File: config.mk
export PLATFORM = sky130hd
export DESIGN_NAME = link_test_statistics
export DESIGN_NICKNAME = d
export VERILOG_FILES = /design/src/rtl/lts_pkg.sv /design/src/rtl/link_test_statistics.sv /design/src/rtl/lts_div.sv /design/src/rtl/lts_datapath.sv /design/src/rtl/lts_ctrl.sv
export SDC_FILE = /design/constraint.sdc
export NUM_CORES = 2
export LEC_CHECK = 0
export ABC_AREA = 1
export BUFFER_PORTS_ARGS = -buffer_cell sky130_fd_sc_hd__buf_2
export CORE_MARGIN = 2
export CORE_UTILIZATION = 35
export CTS_CLUSTER_SIZE = 8
export DETAILED_ROUTE_END_ITERATION = 12
export PLACE_DENSITY = 0.59
export SKIP_LAST_GASP = 1
export SLEW_MARGIN = 20
export SYNTH_ARGS = -nofsm -noshare
export SYNTH_HDL_FRONTEND = slang
export SYNTH_SLANG_ARGS = --single-unit
File: constraint.sdc
create_clock -name clk -period 37 [get_ports clk]
set_input_delay 0 -clock clk [delete_from_list [all_inputs] [get_ports clk]]
set_output_delay 0 -clock clk [all_outputs]
set_load 0.005 [all_outputs]
File: src/rtl/lts_pkg.sv
package lts_pkg;

  // field and state widths
  localparam int COUNT_BITS    = 32;
  localparam int FRACTION_BITS = 16;
  localparam int SUM_BITS      = 64;
  localparam int TIME_BITS     = 31;
  localparam int AVG_BITS      = 35;
  localparam int RESP_BITS     = 32;
  localparam int CMD_BITS      = 3;
  localparam int CNT_OUT_BITS  = 32;
  localparam int FRAC_OUT_BITS = 17;

  // derived divider widths
  localparam int RECV_BITS   = COUNT_BITS + 1;
  localparam int REM_BITS    = COUNT_BITS + 2;
  localparam int SHIFT_BITS  = SUM_BITS + 4;
  localparam int STEP_BITS   = $clog2(SHIFT_BITS + 1);
  localparam int FRAC_W      = FRACTION_BITS + 1;

  localparam logic [AVG_BITS-1:0] AVG_MAX = {AVG_BITS{1'b1}};

  // event codes
  typedef enum logic [CMD_BITS-1:0] {
    CMD_SENT     = CMD_BITS'(0),
    CMD_MATCH    = CMD_BITS'(1),
    CMD_MISMATCH = CMD_BITS'(2),
    CMD_TIMEOUT  = CMD_BITS'(3),
    CMD_CLEAR    = CMD_BITS'(4)
  } lts_event_t;

  // divisions run in this order
  typedef enum logic [1:0] {
    OP_AVG     = 2'd0,
    OP_LOSS    = 2'd1,
    OP_CORRECT = 2'd2,
    OP_SUCCESS = 2'd3
  } lts_op_t;

  typedef enum logic [3:0] {
    S_IDLE  = 4'b0001,
    S_START = 4'b0010,
    S_WAIT  = 4'b0100,
    S_LOAD  = 4'b1000
  } lts_state_t;

  // controller to datapath
  typedef struct packed {
    logic    accept;
    logic    div_start;
    logic    capture;
    logic    load_out;
    lts_op_t op;
  } lts_cmd_t;

  // datapath to controller
  typedef struct packed {
    logic div_busy;
  } lts_stat_t;

  function automatic logic [COUNT_BITS-1:0] sat_inc(input logic [COUNT_BITS-1:0] c);
    return (&c) ? c : c + COUNT_BITS'(1);
  endfunction

endpackage

File: src/rtl/link_test_statistics.sv
// link test statistics
// input channel: in_valid / in_stall carry one event word (command, resp_time);
//   command is sent, matched reply, mismatched reply, timeout or clear.
// output channel: out_valid / out_stall carry one statistics word per event:
//   saturating counts, min / max / average response time and three Q1.16 rates.
// an event is taken when in_valid is high and in_stall is low; the counters
//   are updated at that edge, then a shared restoring divider, one quotient
//   bit per cycle, computes the average (68 steps) and loss, correct and
//   success rates (16 steps each).
// events are handled one at a time.
// the next event is taken as soon as the result sits in the output register,
//   while that result still waits; if the receiver stalls and a second
//   result is ready, that second result waits in the datapath and in_stall
//   stays high until the output register frees.
// reset (rst, synchronous) clears all statistics and drops out_valid; the
//   clear command does the same to the statistics and reports zeros.
module link_test_statistics (
  input  logic                                 clk,
  input  logic                                 rst,
  input  logic                                 in_valid,
  output logic                                 in_stall,
  input  logic [lts_pkg::CMD_BITS-1:0]         command,
  input  logic signed [lts_pkg::RESP_BITS-1:0] resp_time,
  output logic                                 out_valid,
  input  logic                                 out_stall,
  output logic [lts_pkg::CNT_OUT_BITS-1:0]     sent_total,
  output logic [lts_pkg::CNT_OUT_BITS-1:0]     match_total,
  output logic [lts_pkg::CNT_OUT_BITS-1:0]     mismatch_total,
  output logic [lts_pkg::CNT_OUT_BITS-1:0]     timeout_total,
  output logic [lts_pkg::TIME_BITS-1:0]        min_time,
  output logic [lts_pkg::TIME_BITS-1:0]        max_time,
  output logic [lts_pkg::AVG_BITS-1:0]         avg_time,
  output logic [lts_pkg::FRAC_OUT_BITS-1:0]    loss_fraction,
  output logic [lts_pkg::FRAC_OUT_BITS-1:0]    correct_fraction,
  output logic                                 correct_valid,
  output logic [lts_pkg::FRAC_OUT_BITS-1:0]    success_fraction
);
  import lts_pkg::*;

  lts_cmd_t  cmd;
  lts_stat_t stat;

  lts_ctrl u_ctrl (
    .clk       (clk),
    .rst       (rst),
    .in_valid  (in_valid),
    .in_stall  (in_stall),
    .out_valid (out_valid),
    .out_stall (out_stall),
    .stat      (stat),
    .cmd       (cmd)
  );

  lts_datapath u_dp (
    .clk              (clk),
    .rst              (rst),
    .cmd              (cmd),
    .stat             (stat),
    .command          (command),
    .resp_time        (resp_time),
    .sent_total       (sent_total),
    .match_total      (match_total),
    .mismatch_total   (mismatch_total),
    .timeout_total    (timeout_total),
    .min_time         (min_time),
    .max_time         (max_time),
    .avg_time         (avg_time),
    .loss_fraction    (loss_fraction),
    .correct_fraction (correct_fraction),
    .correct_valid    (correct_valid),
    .success_fraction (success_fraction)
  );

endmodule

File: src/rtl/lts_div.sv
module lts_div (
  input  logic                           clk,
  input  logic                           rst,
  input  logic                           start,
  input  logic [lts_pkg::REM_BITS-1:0]   rem_init,
  input  logic [lts_pkg::RECV_BITS-1:0]  den_in,
  input  logic [lts_pkg::SHIFT_BITS-1:0] dividend,
  input  logic [lts_pkg::STEP_BITS-1:0]  steps,
  output logic                           busy,
  output logic [lts_pkg::AVG_BITS-1:0]   quot,
  output logic                           ovf
);
  import lts_pkg::*;

  logic [REM_BITS-1:0]   rem;
  logic [RECV_BITS-1:0]  den;
  logic [SHIFT_BITS-1:0] sh;
  logic [STEP_BITS-1:0]  cnt;
  logic [REM_BITS-1:0]   trial;
  logic [REM_BITS-1:0]   diff;
  logic                  fits;

  // one restoring step per cycle
  assign trial = {rem[REM_BITS-2:0], sh[SHIFT_BITS-1]};
  assign fits  = trial >= {1'b0, den};
  assign diff  = trial - {1'b0, den};

  // busy flag
  always_ff @(posedge clk) begin
    if (rst) begin
      busy <= 1'b0;
    end else if (start) begin
      busy <= 1'b1;
    end else if (busy && cnt == STEP_BITS'(1)) begin
      busy <= 1'b0;
    end
  end

  // remainder, dividend bits and quotient
  always_ff @(posedge clk) begin
    if (start) begin
      rem  <= rem_init;
      den  <= den_in;
      sh   <= dividend;
      cnt  <= steps;
      quot <= '0;
      ovf  <= 1'b0;
    end else if (busy) begin
      rem  <= fits ? diff : trial;
      sh   <= {sh[SHIFT_BITS-2:0], 1'b0};
      quot <= {quot[AVG_BITS-2:0], fits};
      ovf  <= ovf | quot[AVG_BITS-1];
      cnt  <= cnt - STEP_BITS'(1);
    end
  end

endmodule

File: src/rtl/lts_datapath.sv
module lts_datapath (
  input  logic                                  clk,
  input  logic                                  rst,
  input  lts_pkg::lts_cmd_t                     cmd,
  output lts_pkg::lts_stat_t                    stat,
  input  logic [lts_pkg::CMD_BITS-1:0]          command,
  input  logic signed [lts_pkg::RESP_BITS-1:0]  resp_time,
  output logic [lts_pkg::CNT_OUT_BITS-1:0]      sent_total,
  output logic [lts_pkg::CNT_OUT_BITS-1:0]      match_total,
  output logic [lts_pkg::CNT_OUT_BITS-1:0]      mismatch_total,
  output logic [lts_pkg::CNT_OUT_BITS-1:0]      timeout_total,
  output logic [lts_pkg::TIME_BITS-1:0]         min_time,
  output logic [lts_pkg::TIME_BITS-1:0]         max_time,
  output logic [lts_pkg::AVG_BITS-1:0]          avg_time,
  output logic [lts_pkg::FRAC_OUT_BITS-1:0]     loss_fraction,
  output logic [lts_pkg::FRAC_OUT_BITS-1:0]     correct_fraction,
  output logic                                  correct_valid,
  output logic [lts_pkg::FRAC_OUT_BITS-1:0]     success_fraction
);
  import lts_pkg::*;

  logic [COUNT_BITS-1:0] sent_count;
  logic [COUNT_BITS-1:0] match_count;
  logic [COUNT_BITS-1:0] mismatch_count;
  logic [COUNT_BITS-1:0] timeout_count;
  logic [SUM_BITS-1:0]   time_sum;
  logic [TIME_BITS-1:0]  time_min;
  logic [TIME_BITS-1:0]  time_max;

  logic [TIME_BITS-1:0]  t_clamp;
  logic [SUM_BITS:0]     sum_wide;
  logic [SUM_BITS-1:0]   sum_next;
  logic [RECV_BITS-1:0]  recv;

  logic [REM_BITS-1:0]   div_rem;
  logic [RECV_BITS-1:0]  div_den;
  logic [SHIFT_BITS-1:0] div_dividend;
  logic [STEP_BITS-1:0]  div_steps;
  logic                  div_busy;
  logic [AVG_BITS-1:0]   div_quot;
  logic                  div_ovf;

  logic [AVG_BITS-1:0]   avg_r;
  logic [FRAC_W-1:0]     loss_r;
  logic [FRAC_W-1:0]     correct_r;
  logic [FRAC_W-1:0]     success_r;

  // fraction with zero divisor and saturation at one
  function automatic logic [FRAC_W-1:0] frac_fix(
    input logic [COUNT_BITS-1:0] num,
    input logic [RECV_BITS-1:0]  den,
    input logic [AVG_BITS-1:0]   q
  );
    if (den == '0) begin
      return '0;
    end else if ({1'b0, num} >= den) begin
      return FRAC_W'(1) << FRACTION_BITS;
    end else begin
      return q[FRAC_W-1:0];
    end
  endfunction

  // clamp negative times, saturating sum
  assign t_clamp  = resp_time[RESP_BITS-1] ? '0 : resp_time[TIME_BITS-1:0];
  assign sum_wide = {1'b0, time_sum} + (SUM_BITS+1)'(t_clamp);
  assign sum_next = sum_wide[SUM_BITS] ? {SUM_BITS{1'b1}} : sum_wide[SUM_BITS-1:0];
  assign recv     = {1'b0, match_count} + {1'b0, mismatch_count};

  // statistics update on each accepted word
  always_ff @(posedge clk) begin
    if (rst) begin
      sent_count     <= '0;
      match_count    <= '0;
      mismatch_count <= '0;
      timeout_count  <= '0;
      time_sum       <= '0;
      time_min       <= '0;
      time_max       <= '0;
    end else if (cmd.accept) begin
      case (command)
        CMD_SENT: begin
          sent_count <= sat_inc(sent_count);
        end
        CMD_MATCH: begin
          match_count <= sat_inc(match_count);
          time_sum    <= sum_next;
          if (match_count == '0 || t_clamp < time_min) begin
            time_min <= t_clamp;
          end
          if (t_clamp > time_max) begin
            time_max <= t_clamp;
          end
        end
        CMD_MISMATCH: begin
          mismatch_count <= sat_inc(mismatch_count);
        end
        CMD_TIMEOUT: begin
          timeout_count <= sat_inc(timeout_count);
        end
        CMD_CLEAR: begin
          sent_count     <= '0;
          match_count    <= '0;
          mismatch_count <= '0;
          timeout_count  <= '0;
          time_sum       <= '0;
          time_min       <= '0;
          time_max       <= '0;
        end
        default: begin
        end
      endcase
    end
  end

  // divider operands per division
  always_comb begin
    div_rem      = '0;
    div_den      = {1'b0, sent_count};
    div_dividend = '0;
    div_steps    = STEP_BITS'(FRACTION_BITS);
    case (cmd.op)
      OP_AVG: begin
        div_den      = {1'b0, match_count};
        div_dividend = {time_sum, 4'b0000};
        div_steps    = STEP_BITS'(SHIFT_BITS);
      end
      OP_LOSS: begin
        div_rem = REM_BITS'(timeout_count);
      end
      OP_CORRECT: begin
        div_rem = REM_BITS'(match_count);
        div_den = recv;
      end
      OP_SUCCESS: begin
        div_rem = REM_BITS'(match_count);
      end
      default: begin
      end
    endcase
  end

  lts_div u_div (
    .clk      (clk),
    .rst      (rst),
    .start    (cmd.div_start),
    .rem_init (div_rem),
    .den_in   (div_den),
    .dividend (div_dividend),
    .steps    (div_steps),
    .busy     (div_busy),
    .quot     (div_quot),
    .ovf      (div_ovf)
  );

  assign stat.div_busy = div_busy;

  // capture quotients with special cases
  always_ff @(posedge clk) begin
    if (cmd.capture) begin
      case (cmd.op)
        OP_AVG: begin
          avg_r <= (match_count == '0) ? '0 : (div_ovf ? AVG_MAX : div_quot);
        end
        OP_LOSS: begin
          loss_r <= frac_fix(timeout_count, {1'b0, sent_count}, div_quot);
        end
        OP_CORRECT: begin
          correct_r <= frac_fix(match_count, recv, div_quot);
        end
        OP_SUCCESS: begin
          success_r <= frac_fix(match_count, {1'b0, sent_count}, div_quot);
        end
        default: begin
        end
      endcase
    end
  end

  // output register
  always_ff @(posedge clk) begin
    if (cmd.load_out) begin
      sent_total       <= CNT_OUT_BITS'(sent_count);
      match_total      <= CNT_OUT_BITS'(match_count);
      mismatch_total   <= CNT_OUT_BITS'(mismatch_count);
      timeout_total    <= CNT_OUT_BITS'(timeout_count);
      min_time         <= time_min;
      max_time         <= time_max;
      avg_time         <= avg_r;
      loss_fraction    <= FRAC_OUT_BITS'(loss_r);
      correct_fraction <= FRAC_OUT_BITS'(correct_r);
      correct_valid    <= recv != '0;
      success_fraction <= FRAC_OUT_BITS'(success_r);
    end
  end

endmodule

File: src/rtl/lts_ctrl.sv
module lts_ctrl (
  input  logic               clk,
  input  logic               rst,
  input  logic               in_valid,
  output logic               in_stall,
  output logic               out_valid,
  input  logic               out_stall,
  input  lts_pkg::lts_stat_t stat,
  output lts_pkg::lts_cmd_t  cmd
);
  import lts_pkg::*;

  lts_state_t state;
  lts_state_t state_next;
  lts_op_t    op;
  lts_op_t    op_next;

  assign in_stall = state != S_IDLE;

  // sequencing of update, four divisions and output load
  always_comb begin
    state_next    = state;
    op_next       = op;
    cmd.accept    = 1'b0;
    cmd.div_start = 1'b0;
    cmd.capture   = 1'b0;
    cmd.load_out  = 1'b0;
    cmd.op        = op;
    case (state)
      S_IDLE: begin
        if (in_valid) begin
          cmd.accept = 1'b1;
          op_next    = OP_AVG;
          state_next = S_START;
        end
      end
      S_START: begin
        cmd.div_start = 1'b1;
        state_next    = S_WAIT;
      end
      S_WAIT: begin
        if (!stat.div_busy) begin
          cmd.capture = 1'b1;
          if (op == OP_SUCCESS) begin
            state_next = S_LOAD;
          end else begin
            op_next    = lts_op_t'(op + 2'd1);
            state_next = S_START;
          end
        end
      end
      S_LOAD: begin
        if (!out_valid || !out_stall) begin
          cmd.load_out = 1'b1;
          state_next   = S_IDLE;
        end
      end
      default: begin
        state_next = S_IDLE;
      end
    endcase
  end

  always_ff @(posedge clk) begin
    if (rst) begin
      state <= S_IDLE;
      op    <= OP_AVG;
    end else begin
      state <= state_next;
      op    <= op_next;
    end
  end

  // output valid flag
  always_ff @(posedge clk) begin
    if (rst) begin
      out_valid <= 1'b0;
    end else if (cmd.load_out) begin
      out_valid <= 1'b1;
    end else if (!out_stall) begin
      out_valid <= 1'b0;
    end
  end

endmodule

==> flow_summary.ini <==
[min_path]
whs_endpoint = u_dp.time_max[5]
min_path_cells = 5
hp-class = in -> reg
hp-start = resp_time[31]

[critical_path]
reg2regPathDepth = 27
critPathCaptureType = flip-flop
reg2reg_to = u_dp.correct_r[0]
rrSetupSlack_ns = 32.47
path_class = reg -> reg
cp_data_required_time_ns = 37.46
r2r-start = u_dp.match_count[0]
crit_top_cell = nand2_1
arrival_ns = 4.98
cp_max_fo = 16
critPathLaunchType = flip-flop
cpPeakStageDelay_ns = 0.46
critPathSlowestCell = dfxtp_1

[cells_and_area]
nets = 5477
final_area_um2 = 49430
seq_area_um2 = 20980
n_fill_cell = 12008
multi_input_comb_area_um2 = 18410
layout-drive-gt1-share_pct = 11.52
area_growth_pct = 17.04
fin_util_pct = 41.26

[yosys]
synth_seq_cells = 798
yosysWarnings = 0
synth_compound_area_share_pct = 13.71
syn_avg_cell_area_um2 = 8.782
syn-cell-area_um2 = 42230
synth-async-reset-ratio_pct = 0
synth.area.mux_share_pct = 0
ys_types = 72
synth_cells = 4809
synth-xor-area-share_pct = 2.258
synth_top_family_by_area = simple AND/OR/NAND/NOR gates
synth_edf_count = 500
synth-simple-area-share_pct = 19.48
synthTopCellsByCount = 804 x nand2_1, 599 x inv_1, 500 x edfxtp_1
synth_fa_ha_area_share_pct = 7.934
ys_seq_area_share_pct = 49.68
synth_most_common_cell = nand2_1
synth_top_cell_by_area = edfxtp_1
synth_flop_cell = edfxtp_1
synth_top_area_share_pct = 35.55
syn-num-nets = 5114
synth_area_leaders = edfxtp_1 36%, dfxtp_1 14%, ha_1 7.8%

[timing]
period_minus_slack_ns = 4.526
min_period_over_period_pct = 12.23
fin_skew_ns = 0.04468
slew_violations = 0
rsz0062_at_grt = no
tightest_slew_ns = 1.293
hold_viol_final = 0
max-slew-margin-rel_pct = 13.01
max_freq_mhz = 221.0
finalSetupViolCount = 0
timing.setup.tns_ns = 0

[power_and_ir_drop]
switching_share_pct = 24.09
seqPwrFrac_pct = 46.5
irDropWorstVdd_mv = 0.03933
p_comb_share_pct = 5.9
power.internal_mw = 1.569
finalPower_mw = 2.067
pwr-share-clk_pct = 47.6
switchingPower_mw = 0.4979
powerDensity_nw_per_um2 = 41.81
p_leak_nw = 19.26

[floorplan]
ioPinCount = 318
die_w_um = 351.4
core_region_area_um2 = 119800
die-area_um2 = 123500
initial_utilization_pct = 35.25
std_cell_rows = 127
die_height_um = 351.4

[routing]
ant_nets = 0
firstDrtPassIters = 6
num_vias = 35984
drc = 0
wl_mm = 142.9
drt_iter0_markers = 3042
vias_per_cell = 5.229
wl_per_cell_um = 20.77

[clock_tree]
cts.repair.resized = 0
postCtsSetupBuffers = 0
worst_skew_pair.late_latency_ns = 0.75
htreeDepth = 3
cts_tree = built
cts_buffers = 112
clockRootBuffer = clkbuf_16
clockBufferDepth = 3
cts.sinks = 798
clk_pin_slew_ns = 0.06

[global_routing]
antenna_found_initial = 4
grt_pass1_vias = 34261
grt-ovfl-total = 0
grt_pass1_wl_mm = 213.0
grt_max_degree = 150
grt_usage_pct = 22.75

[run_status]
status = complete, no violations

[run]
cap_violations = 0

[placed_design]
dp_hpwl_mm = 106.4
port_buffers = 317
dpl-instance-area_um2 = 45660
gp_congestion = 0.9912
[how the worst max path moves through the flow]
stage | startpoint | slack, ns | end | cells after the start
2_1_floorplan | u_ctrl.state[0] | 21.95 | u_dp.avg_time[0] | 3
4_1_cts | u_dp.match_count[0] | 32.51 | u_dp.correct_r[10] | 27
5_1_grt | u_dp.match_count[0] | 32.09 | u_dp.correct_r[0] | 24
3_3_place_gp | u_dp.match_count[19] | 32.60 | u_dp.correct_r[0] | 21
6_report | u_dp.match_count[0] | 32.47 | u_dp.correct_r[0] | 27
3_5_place_dp | u_dp.match_count[15] | 32.56 | u_dp.correct_r[3] | 18
[flip-flops by register name, summed over array words and instances, names as in the netlist, 32 cells and up]
| register | cells |
|---|---|
| u_dp.time_sum | 64 |
| u_dp.sent_count | 32 |
| u_dp.match_count | 32 |
| u_dp.u_div.sh | 64 |
| u_dp.u_div.rem | 33 |
| u_dp.mismatch_total | 32 |
| u_dp.timeout_count | 32 |
| u_dp.mismatch_count | 32 |
| u_dp.match_total | 32 |
| u_dp.u_div.quot | 35 |
| u_dp.avg_r | 35 |
| u_dp.u_div.den | 33 |
| u_dp.avg_time | 35 |
| u_dp.timeout_total | 32 |
| u_dp.sent_total | 32 |
[power groups by stage]
stage                     combinational, mW  sequential (mW)  clock, mW
after floorplan                      0.0804            0.976          0
after global placement                0.117            0.978          0
after detailed placement              0.118            0.978          0
after CTS                             0.122            0.960       1.00
after global routing                  0.136            0.961       1.04
final                                 0.122            0.961      0.984
[stage by stage]
step,worst slack [ns],cells,hold slack (ns)
floorplan,21.95,4809,0.1615
finish,32.47,6881,0.1734
CTS,32.51,6880,0.09481
detailed placement,32.56,6630,0.3565
global route,32.09,6880,0.2121
global placement,32.60,6630,0.3541
[cells by family (layout without fill, tap and decap cells)]
group	after synthesis	count (layout)
flops	798	798
fa+ha+maj	266	266
other cells	0	1
simple gates	1851	1851
buf+inv	769	1228
xor+xnor	108	108
compound gates	1017	1017
[cell type report]
class / count / area share, %
inverters: 613 / 4.660
diodes: 1 / 0.005062
flip-flops and latches: 798 / 42.44
repair buffers: 405 / 4.779
clock inverters: 9 / 0.3670
well taps: 1612 / 4.080
clock buffers: 201 / 6.427
multi-input cells: 3242 / 37.24
[critical path, delay by kind of cell (launching register included)]
| kind | cells | cell delay [ns] |
|---|---|---|
| fa+ha+maj | 3 | 0.94 |
| compound gates | 3 | 0.46 |
| simple gates | 19 | 1.91 |
| xor+xnor | 1 | 0.42 |
| flops | 1 | 0.46 |
| buf+inv | 1 | 0.05 |
[routing by layer]
layer / track usage, % / vias to the layer above / part of all wire [%]
met5: 0 / - / 0
met4: 8.460 / 0 / 3.4
met3: 3.950 / 237 / 6.8
met2: 37.57 / 1282 / 47
met1: 29.78 / 17122 / 43
li1: - / 17343 / -
[cell usage in the layout, fill, tap and decap left out, types with 68 or more instances in the layout]
cell type / n
a21oi_1: 418
a22oi_1: 94
buf_2: 316
clkbuf_1: 85
clkbuf_16: 112
dfxtp_1: 298
edfxtp_1: 500
ha_1: 262
inv_1: 596
nand2_1: 802
nand3_1: 225
nand4_1: 87
nor2_1: 425
nor3_1: 153
o21ai_0: 317
xor2_1: 68
[what timing repair did]
item                       CTS  global route
setup endpoints to repair    0             0
hold buffers                40             0
hold endpoints to repair    94             0
(Power assumes the default switching activity.)
